==> config.mk <==
export PLATFORM = sky130hd
export DESIGN_NAME = tksi_ctrl
export DESIGN_NICKNAME = d
export VERILOG_FILES = /design/src/rtl/core/tksi_pkg.sv /design/src/rtl/core/tksi_ctrl.sv
export SDC_FILE = /design/constraint.sdc
export NUM_CORES = 1
export LEC_CHECK = 0
export ABC_AREA = 1
export BUFFER_PORTS_ARGS = -buffer_cell sky130_fd_sc_hd__buf_2
export CORE_UTILIZATION = 39
export CTS_CLUSTER_DIAMETER = 100
export DETAILED_ROUTE_END_ITERATION = 10
export GPL_ROUTABILITY_DRIVEN = 0
export SLEW_MARGIN = 20
export SYNTH_ARGS = -nofsm -noshare
export SYNTH_HDL_FRONTEND = slang
export SYNTH_SLANG_ARGS = --single-unit
==> constraint.sdc <==
create_clock -name i_clk -period 2.8 [get_ports i_clk]
set_clock_uncertainty 0.05 [all_clocks]
set_input_delay 0.28 -clock i_clk [delete_from_list [all_inputs] [get_ports i_clk]]
set_output_delay 0.28 -clock i_clk [all_outputs]
set_load 0.005 [all_outputs]
==> src/rtl/core/tksi_pkg.sv <==
// shared types and constants of the top-k sorted insertion list
`timescale 1ns / 1ps

package tksi_pkg;

    localparam int DEF_MAX_KEEP = 32;
    localparam int DEF_LANES    = 4;
    localparam int IN_LANES     = 4;
    localparam int LANE_W       = 32;
    localparam int TIME_W       = 63;
    localparam int RANK_W       = 5;
    localparam int KEEP_W       = 6;
    localparam int SEL_W        = 2;
    localparam int CFG_IDX_W    = 2;
    localparam int CFG_DATA_W   = 6;

    // configuration register indexes
    localparam logic [CFG_IDX_W-1:0] CFG_KEEP_COUNT = 2'd0;
    localparam logic [CFG_IDX_W-1:0] CFG_SCORE_LANE = 2'd1;
    localparam logic [CFG_IDX_W-1:0] CFG_DESCENDING = 2'd2;

    localparam logic [KEEP_W-1:0] KEEP_COUNT_RST = 6'd32;
    localparam logic [SEL_W-1:0]  SCORE_LANE_RST = 2'd0;
    localparam logic              DESCENDING_RST = 1'b1;

    typedef struct packed {
        logic [TIME_W-1:0]        time_stamp;
        logic signed [LANE_W-1:0] lane_0;
        logic signed [LANE_W-1:0] lane_1;
        logic signed [LANE_W-1:0] lane_2;
        logic signed [LANE_W-1:0] lane_3;
    } t_in;

    typedef struct packed {
        logic [TIME_W-1:0]        out_time;
        logic [RANK_W-1:0]        rank;
        logic signed [LANE_W-1:0] out_lane_0;
        logic signed [LANE_W-1:0] out_lane_1;
        logic signed [LANE_W-1:0] out_lane_2;
        logic signed [LANE_W-1:0] out_lane_3;
        logic                     last_row;
    } t_out;

    typedef struct packed {
        logic [KEEP_W-1:0] keep_count;
        logic [SEL_W-1:0]  score_lane;
        logic              descending;
    } t_cfg;

    // controller to datapath
    typedef struct packed {
        logic load;
        logic emit;
        logic pick_new;
        logic last;
    } t_cmd;

    // datapath to controller
    typedef struct packed {
        logic beats;
        logic out_free;
    } t_stat;

endpackage

==> src/rtl/core/tksi_ctrl.sv <==
// controller: accepts a row, then merges it into the held list one record per cycle while the output is free
`timescale 1ns / 1ps

module tksi_ctrl #(
    parameter int MAX_KEEP = tksi_pkg::DEF_MAX_KEEP,
    localparam int IW = (MAX_KEEP > 1) ? $clog2(MAX_KEEP) : 1,
    localparam int CW = $clog2(MAX_KEEP + 1)
) (
    input  logic            i_clk,
    input  logic            i_rst_n,
    input  tksi_pkg::t_cfg  i_cfg,
    input  logic            i_in_valid,
    output logic            o_in_stall,
    input  tksi_pkg::t_stat i_stat,
    output tksi_pkg::t_cmd  o_cmd,
    output logic [IW-1:0]   o_rd_idx,
    output logic [IW-1:0]   o_wr_idx,
    output logic            o_bank
);

    import tksi_pkg::*;

    localparam logic ST_IDLE  = 1'b0;
    localparam logic ST_MERGE = 1'b1;

    logic          r_state, n_state;
    logic [CW-1:0] r_rd, n_rd;
    logic [CW-1:0] r_wr, n_wr;
    logic          r_ins, n_ins;
    logic [CW-1:0] r_n, n_n;
    logic [CW-1:0] r_cnt, n_cnt;
    logic          r_bank, n_bank;

    logic          w_accept;
    logic          w_emit;
    logic          w_old_avail;
    logic          w_pick_new;
    logic          w_last;
    logic [CW-1:0] w_k;
    logic [CW:0]   w_n_inc;
    logic [CW-1:0] w_cnt;

    // keep_count of zero acts as one, above the store size as the store size
    always_comb begin
        if (i_cfg.keep_count == '0) begin
            w_k = CW'(1);
        end else if (int'(i_cfg.keep_count) > MAX_KEEP) begin
            w_k = CW'(MAX_KEEP);
        end else begin
            w_k = CW'(i_cfg.keep_count);
        end
    end

    assign w_n_inc     = {1'b0, r_n} + (CW + 1)'(1);
    assign w_cnt       = (w_n_inc < {1'b0, w_k}) ? w_n_inc[CW-1:0] : w_k;
    assign w_accept    = (r_state == ST_IDLE) && i_in_valid;
    assign w_emit      = (r_state == ST_MERGE) && i_stat.out_free;
    assign w_old_avail = r_rd < r_n;
    // new row goes ahead of the first held row that does not beat it
    assign w_pick_new  = !r_ins && (!w_old_avail || !i_stat.beats);
    assign w_last      = ({1'b0, r_wr} + (CW + 1)'(1)) == {1'b0, r_cnt};

    always_comb begin
        n_state = r_state;
        n_rd    = r_rd;
        n_wr    = r_wr;
        n_ins   = r_ins;
        n_n     = r_n;
        n_cnt   = r_cnt;
        n_bank  = r_bank;
        case (r_state)
            ST_IDLE: begin
                if (w_accept) begin
                    n_state = ST_MERGE;
                    n_rd    = '0;
                    n_wr    = '0;
                    n_ins   = 1'b0;
                    n_cnt   = w_cnt;
                end
            end
            ST_MERGE: begin
                if (w_emit) begin
                    n_wr = r_wr + CW'(1);
                    if (w_pick_new) begin
                        n_ins = 1'b1;
                    end else begin
                        n_rd = r_rd + CW'(1);
                    end
                    if (w_last) begin
                        n_state = ST_IDLE;
                        n_n     = r_cnt;
                        n_bank  = !r_bank;
                    end
                end
            end
            default: begin
                n_state = ST_IDLE;
            end
        endcase
    end

    always_ff @(posedge i_clk) begin
        if (!i_rst_n) begin
            r_state <= ST_IDLE;
            r_rd    <= '0;
            r_wr    <= '0;
            r_ins   <= 1'b0;
            r_n     <= '0;
            r_cnt   <= '0;
            r_bank  <= 1'b0;
        end else begin
            r_state <= n_state;
            r_rd    <= n_rd;
            r_wr    <= n_wr;
            r_ins   <= n_ins;
            r_n     <= n_n;
            r_cnt   <= n_cnt;
            r_bank  <= n_bank;
        end
    end

    assign o_in_stall     = (r_state != ST_IDLE);
    assign o_cmd.load     = w_accept;
    assign o_cmd.emit     = w_emit;
    assign o_cmd.pick_new = w_pick_new;
    assign o_cmd.last     = w_last;
    // read address runs one ahead so the held row is ready in the ram output
    assign o_rd_idx       = n_rd[IW-1:0];
    assign o_wr_idx       = r_wr[IW-1:0];
    assign o_bank         = r_bank;

endmodule

# --- Yosys cells after proc, flatten, opt, wreduce, memory -nomap -nowiden ---
# Cells that the tools add are included.
op_classes:
  addsub: 4
  magnitude_cmp: 3
  n_eq_ne: 5
  mux: 18
  bitwise_logic: 1
  n_reduce_logical: 14
op_table:
  columns: ["cell", "n"]
  rows:
  - ["two-way mux 6 bit", 8]
  - ["case mux 6 bit (2 select lines)", 2]
  - ["adder 6 x 1 -> 7 bit, second input constant", 2]
  - ["adder 6 x 1 -> 6 bit, second input constant", 2]
  - ["AND reduction 3 bit", 3]
  - ["equality test 7 x 6 -> 1 bit", 1]
  - ["less-than comparator 7 x 6 -> 1 bit", 1]
  - ["> comparator 6 bit, second input constant", 1]
  - ["zero test 6 bit", 1]
  - ["less-than comparator 6 bit", 1]
  - ["two-way mux 1 bit", 6]
  - ["zero test 1 bit", 4]
  - ["inequality test 2 x 1 -> 1 bit, second input constant", 2]
  - ["inequality test 2 bit, second input constant", 2]
  - ["case mux 1 bit (2 select lines)", 2]
  - ["AND reduction 2 bit", 2]
  - ["logical AND 1 bit", 3]
  - ["logical OR 1 bit", 1]
  - ["NOT 1 bit", 1]
word_totals:
  register_bits: 27
  in_bits: 14
  out_inout_bits: 16
  word_cells: 53

# --- Depth between registers and ports, before layout ---
# Gate-level depths: netlist of the first run.
logic_depth:
  ltp_word: 7
  mapped_depth: 14
  depth_no_buf: 14

# --- Least setup slack after synthesis of the first run ---
# OpenSTA, ideal clock, no wires.
synth_path:
  path_kind: "flip-flop to flip-flop"
  from: "reg r_n[0]"
  to: "reg r_cnt[5]"
  setup_ns: 0.072
  arrival_ns: 2.014
  path_slack_ns: 0.664
  stages_incl_launch_ff: 12
  path_buffers: 0
  period_less_slack_ns: 2.136
  cell_sequence: "dfxtp_1 ha_1 nand3_1 xor2_1 ha_1 a21oi_1 nor2_1 nor3_2 nand2_1 nand2_1 nand3_1 a21oi_1"
synth_via:
  elab_chain_cells: 3
synth_lines:
  columns: ["element", "line_no", "source"]
  rows:
  - ["from (decl)", "tksi_ctrl.sv:30", "logic [CW-1:0] r_n, n_n;"]
  - ["from (signal assigned)", "tksi_ctrl.sv:116", "r_n <= n_n;"]
  - ["adder 6 x 1 -> 7 bit (*)", "tksi_ctrl.sv:54", "assign w_n_inc = {1'b0, r_n} + (CW + 1)'(1);"]
  - ["less-than comparator 7 x 6 -> 1 bit", "tksi_ctrl.sv:55", "assign w_cnt = (w_n_inc < {1'b0, w_k}) ? w_n_inc[CW-1:0] : w_k;"]
  - ["two-way mux 6 bit (*)", "tksi_ctrl.sv:55", null]
  - ["to (signal assigned)", "tksi_ctrl.sv:117", "r_cnt <= n_cnt;"]
  - ["to (decl)", "tksi_ctrl.sv:31", "logic [CW-1:0] r_cnt, n_cnt;"]
# Every way passes the cells marked *; elsewhere a longest branch is shown, timed or not.
# A chain may end at the register's enable or synchronous reset.

# --- Final worst setup path of the first run ---
layout_path:
  from: "reg r_n[5]"
  to: "out o_rd_idx[0]"
layout_via:
  elab_chain_cells: 7
layout_lines:
  columns: ["element", "line_no", "source"]
  rows:
  - ["less-than comparator 6 bit", "tksi_ctrl.sv:58", "assign w_old_avail = r_rd < r_n;"]
  - ["zero test 1 bit", "tksi_ctrl.sv:60", "assign w_pick_new = !r_ins && (!w_old_avail || !i_stat.beats);"]
  - ["logical OR 1 bit", "tksi_ctrl.sv:60", null]
  - ["logical AND 1 bit", "tksi_ctrl.sv:60", null]
  - ["two-way mux 6 bit", "tksi_ctrl.sv:84", "if (w_pick_new) begin"]
  - ["two-way mux 6 bit", "tksi_ctrl.sv:82", "if (w_emit) begin"]
  - ["case mux 6 bit (2 select lines)", "tksi_ctrl.sv:71", "case (r_state)"]
  - ["to (decl)", "tksi_ctrl.sv:16", "output logic [IW-1:0] o_rd_idx,"]
# Every way passes these cells. The select of a mux whose other input is x is not followed.

==> impl_results.md, run 1 <==
- Status: completed
- Slowest library cell on the worst path: or2_2
- Final Hold Viols: 0
- DRT Pass-1 Iters: 4
- Worst path cell trace: inv_1 -> ha_1 -> nand2_1 -> inv_1 -> a21oi_1 -> nand3_1 -> nand2_1 -> nand2_1 -> or2_2 -> nand2_1 -> buf_2
- Placed cell count: 375
- Cell count after synthesis: 300
- RSZ-0062 raised after global routing: no
- CP required: 2.47 ns
- Fill cells: 551
- # IOs: 30
- Clk_lat worst skew: 0.27 ns
- Max-cap violations: 0
- Synth Cell Area: 0.00194 sq mm
- Rel. slew slack: 63.4%
- Antenna violations before repair: 0
- DIE HEIGHT: 72.5 microns
- Tmin final: 2.47 ns
- Die ar.: 0.00526 sq mm
- Initial Util: 40.8%
- Worst Path Class, Setup: reg2out
- Number of distinct library cells after synthesis: 25
- Fin cells: 379
- DP Worst Slack: 0.566 ns
- Reg area: 541 sq um
- Worst vdd ir: 0.246 mV
- # hold bufs at CTS: 0
- PnR worst setup slack: 0.329 ns
- Post-CTS Resized: 0
- Global-route wire length before repair: 7.14 mm
- Max Slew Vio Count: 0
- Setup violators final: 0
- FF-to-FF path depth: 11
- DP Wirelength: 3.15 mm
- Crit path DAT: 2.14 ns
- Clock transition at path regs: 0.09 ns
- Most frequent CP cell: nand2_1
- Area share of the largest cell type after synthesis: 27.9%
- Clock Root Buffer: clkbuf_8
- Final ANT Viol Nets: 0
- Grt total ovfl: 0
- Power per standard cell area: 395 mW/mm^2
- Post-synthesis sequential area ratio: 27.9%
- Cell depth of the worst hold path: 3
- Slew @ Worst Pin: 0.545 ns
- Port bufs: 26
- Drt drc: 0
- Fin util: 43.4%
- Post-route clock period utilization: 88.2%
- Die Width: 72.5 microns
- Share of layout cells above drive strength 1: 14.1%
- Final net count: 340
- Final wirelength: 4.05 mm
- Core area: 0.00475 sq mm
- Ys flop type: dfxtp_1
- Antenna fix cells: 0
- Yosys reg bits: 27
- Max Fclk: 405 MHz
- GRT Overall Usage: 17.2%
- Cell taking the most area after synthesis: dfxtp_1
- Synth-to-Final Area Change: 6.38%
- Async SR Flop Fraction: 0%
- Post-synth EDFFs: 0
- CTS tree: done
- Ys Warns: 0
- Vias per std cell: 4.69
- Clk buf depth: 2
- Critical-path maximum fanout: 6
- Wire length per cell: 10.7 microns
- Num CTS Buffers: 3
- H-tree depth: 1
- FP Rows: 25
- Leak pwr: 0.00107 uW
- CTS sink cnt: 27
- Mapped Nets: 327
- Top cells by area, synth: dfxtp_1, nand2_1, ha_1
- Setup TNS: 0 ns
- Via count: 1776
- Max stage delay on crit path: 0.34 ns
- Vias in the first global route: 1617
- Largest net degree at the start of global routing: 20
- Startpoint types: flip-flop
- Synthesized area per cell: 6.47 sq um
- Multi-input gate area: 0.00108 sq mm
- Class of the worst hold path: in2reg
- Initial DRC Count: 51
- CP Capture Type: output port
- Setup Fix Bufs, Post-CTS: 0
[worst max-delay path: cells and delay by family (launching register included)]
family / cells / cell delay [ns]
and+or+nand+nor: 6 / 0.87
AOI/OAI and AO/OA: 1 / 0.13
buffers and inverters: 3 / 0.29
adders and majority gates: 1 / 0.27
DFF: 1 / 0.31
[power by group]
part	leakage (uW)	switching, uW	total [uW]	internal, uW
Clock	0.0000228	123	225	102
Combinational	0.000829	109	175	66.3
Sequential	0.000219	16.0	416	400
[cell usage in the layout (no fill, tap or decap), types with 3 or more instances in the layout]
| cell type | instances |
|---|---|
| a21oi_1 | 22 |
| buf_2 | 26 |
| clkbuf_8 | 3 |
| dfxtp_1 | 27 |
| ha_1 | 13 |
| inv_1 | 40 |
| nand2_1 | 87 |
| nand3_1 | 25 |
| nand3_2 | 3 |
| nand4_1 | 4 |
| nor2_1 | 29 |
| nor2_2 | 3 |
| nor3_1 | 3 |
| o21ai_0 | 5 |
| xnor2_1 | 3 |
| xor2_1 | 7 |
[per-stage QoR]
stage / area [sq um] / power (uW) / hold slack (ns)
after floorplan: 1940 / 562 / 0.395
after global placement: 2020 / 599 / 0.406
after detailed placement: 2020 / 600 / 0.417
after CTS: 2060 / 826 / 0.267
after global routing: 2060 / 869 / 0.274
final: 2060 / 816 / 0.275
[state kept, by name (all words and copies together), names as in the netlist]
name        flops
r_wr            6
r_n             6
r_cnt           6
r_ins           1
o_bank          1
o_in_stall      1
r_rd            6
[final cells by class]
cell class,count,share of cell area (%)
Sequential cell,27,26.2
Clock buffer,4,2.18
Timing Repair Buffer,28,7.03
Inverter,44,8.00
Multi-Input combinational cell,209,52.5
Tap cell,67,4.06
[cell families after synthesis]
kind of cell	share of synthesized area [%]
compound gates	6.96
simple gates	35.2
buf+inv	16.2
flops	27.9
fa+ha+maj	8.38
xor+xnor	5.35
[cells in the mapped netlist, types with 2 or more instances]
library cell,count
a21oi_1,22
nand3_2,3
nand2_1,87
buf_4,14
xnor2_1,3
xor2_1,7
clkinv_1,2
buf_1,2
o21ai_0,5
inv_2,2
nor2_1,29
dfxtp_1,27
nand4_1,4
inv_1,40
nor3_1,3
nand3_1,25
ha_1,13
nor2_2,3
buf_6,3
[metal layers]
metal | global-route usage (%) | part of all wire (%) | up-vias
li1 | - | - | 946
met1 | 23.0 | 48 | 796
met2 | 29.5 | 47 | 32
met3 | 3.33 | 3.8 | 2
met4 | 1.96 | 0.59 | 0
met5 | 0 | 0 | -
[path summary, 6_finish.rpt]
check	start	endpoint	slack [ns]
setup / recovery	r_n[5]	o_rd_idx[0]	0.33
setup reg to reg	r_n[0]	r_cnt[5]	0.57
hold / removal	i_rst_n	r_n[3]	0.27
hold reg to reg	r_ins	r_ins	0.43
Note: power is estimated with default switching activity, not from simulation.
==> run 2: changes to the inputs <==
--- a/config.mk
+++ b/config.mk
@@ -5,8 +5,9 @@
 export SDC_FILE = /design/constraint.sdc
 export NUM_CORES = 1
 export LEC_CHECK = 0
-export ABC_AREA = 1
+export ABC_AREA = 0
 export BUFFER_PORTS_ARGS = -buffer_cell sky130_fd_sc_hd__buf_2
+export CORE_ASPECT_RATIO = 2
 export CORE_UTILIZATION = 39
 export CTS_CLUSTER_DIAMETER = 100
 export DETAILED_ROUTE_END_ITERATION = 10
==> run 2 against run 1 <==
  * Register-to-register slack lost 0.29 ns
  * Via count shrank 10%
  * Worst setup slack lost 0.21 ns
  * Combinational power shrank 42%
  * Critical endpoint is now o_rd_idx[4]
  * Total power shrank 11%
  * Sequential power shrank 4%
==> impl_results.md, run 2 <==
- DP Wirelength: 3.36 mm
- Largest net degree at the start of global routing: 32
- Port bufs: 26
- Setup violators final: 0
- Final ANT Viol Nets: 0
- Class of the worst hold path: in2reg
- # IOs: 30
- Area share of the largest cell type after synthesis: 29.0%
- Core area: 0.00460 sq mm
- Antenna fix cells: 0
- Most common cell in the synthesized netlist: nand2_1
- Max Used Layer: met4
- Compound-Gate Fraction of Synth Area: 16.8%
- Most common cell after layout, fill and taps aside: nand2_1
- Vias per std cell: 5.39
- Clock transition at path regs: 0.09 ns
- Mapped Nets: 254
- Max Fclk: 373 MHz
- Setup Fix Bufs, Post-CTS: 0
- Critical-path maximum fanout: 6
- Die Width: 50.9 microns
- Ys Warns: 0
- Post-synthesis simple-gate area fraction: 22.7%
- Post-route clock period utilization: 95.8%
- Synthesized area per cell: 8.21 sq um
- Multiplexer share of the synthesized area: 7.05%
- WL met2: 2.47 mm
- Tmin final: 2.68 ns
- Largest family of logic cells by synthesized area: simple AND/OR/NAND/NOR gates
- Clock Root Buffer: clkbuf_8
- DRT Pass-1 Iters: 6
- Clk buf depth: 2
- FP Rows: 35
- Fin cells: 295
- Vias in the first global route: 1528
- Placed cell count: 291
- Leak pwr: 0.000875 uW
- Synth Area in Adders: 8.72%
- Area after DPL: 0.00195 sq mm
- RSZ-0062 raised after global routing: no
- Wl on met1: 1.51 mm
- DIE HEIGHT: 99.8 microns
- Rel. slew slack: 67.9%
- Post-synthesis sequential area ratio: 29.0%
- Setup TNS: 0 ns
- Clk_lat worst skew: 0.28 ns
- Cell taking the most area after synthesis: dfxtp_1
- Cell count after synthesis: 227
- Max-cap violations: 0
- Post-CTS Resized: 0
- Post-synth EDFFs: 0
- Xor/xnor share of the synthesized area: 5.64%
- Share of layout cells above drive strength 1: 19.6%
- Power per standard cell area: 364 mW/mm^2
- Crit path DAT: 2.35 ns
- FF-to-FF setup slack: 0.28 ns
- Die ar.: 0.00508 sq mm
- Commonest cells after routing, fill and taps aside: nand2_1, dfxtp_1, buf_2, a21oi_1, ha_1
- Fin util: 43.5%
- Ys flop type: dfxtp_1
- CTS tree: done
- GRT Overall Usage: 18.0%
- Initial DRC Count: 40
- CP Capture Type: output port
- Yosys reg bits: 27
- Synth cell count leaders: nand2_1, dfxtp_1, buf_4
- Final wirelength: 4.19 mm
- Top cells by area, synth: dfxtp_1, ha_1, mux2i_1
- Slew @ Worst Pin: 0.482 ns
- Hold WS: 0.234 ns
- Antenna violations before repair: 0
- Global-route wire length before repair: 6.90 mm
- H-tree depth: 1
- Max Slew Vio Count: 0
- Status: completed
- CTS sink cnt: 27
- # hold bufs at CTS: 0
- Drt drc: 0
- Synth-to-Final Area Change: 7.18%
- Wire length per cell: 14.2 microns
- Number of distinct library cells after synthesis: 46
- Worst Path Class, Setup: reg2out
- Startpoint types: flip-flop
- Worst vdd ir: 0.289 mV
- Async SR Flop Fraction: 0%
- Final net count: 268
- Routed wl met3: 86 microns
- Grt total ovfl: 0
- Via count: 1590
- Final Hold Viols: 0
- Synth Cell Area: 0.00186 sq mm
- Num CTS Buffers: 3
- Design area: 0.00200 sq mm
- CP required: 2.47 ns
- Initial Util: 40.5%
-- run 2: worst paths after layout --
| kind | start | to | cells past startpoint |
|---|---|---|---|
| max | r_n[3] | o_rd_idx[4] | 7 |
| min | i_cfg[5] | r_cnt[2] | 3 |
| min reg2reg | o_bank | o_bank | 2 |
| max reg2reg | r_n[1] | r_cnt[0] | 9 |
-- run 2: cells by family after synthesis --
family	count (synthesis)
adders and majority gates	13
xor gates and xnor gates	12
AOI/OAI and AO/OA	44
muxes	13
DFF	27
and+or+nand+nor	85
buffers and inverters	33
-- run 2: final cells by class --
type / count / area, sq um
Multi-Input combinational cell: 167 / 1130
Sequential cell: 27 / 541
Inverter: 12 / 45.0
Clock inverter: 1 / 7.51
Tap cell: 55 / 68.8
Fill cell: 504 / 2600
Clock buffer: 3 / 41.3
Timing Repair Buffer: 30 / 160
-- run 2: stage by stage --
step	worst slack, ns	total power [uW]
after floorplan	0.479	483
after global placement	0.334	510
after detailed placement	0.352	511
after CTS	0.167	741
after global routing	0.0347	767
final	0.117	728
-- run 2: layer usage --
| metal | up-vias | GRT usage, % |
|---|---|---|
| met3 | 12 | 1.36 |
| li1 | 809 | - |
| met5 | - | 0 |
| met4 | 0 | 8.97 |
| met1 | 735 | 16.7 |
| met2 | 34 | 36.6 |
-- run 2: where the power goes --
part / total [uW] / switching, uW / internal [uW] / leakage (uW)
logic: 101 / 60.3 / 40.5 / 0.000635
registers: 399 / 7.83 / 391 / 0.000219
clock network: 227 / 126 / 101 / 0.0000217
-- run 2: critical path, cell delays in order (launching register included) --
cell and delay (ns):
dfxtp_1 0.42, inv_1 0.10, ha_1 0.30, a211oi_1 0.36, o211ai_1 0.29, a21oi_1 0.25, mux2i_1 0.23, buf_2 0.14
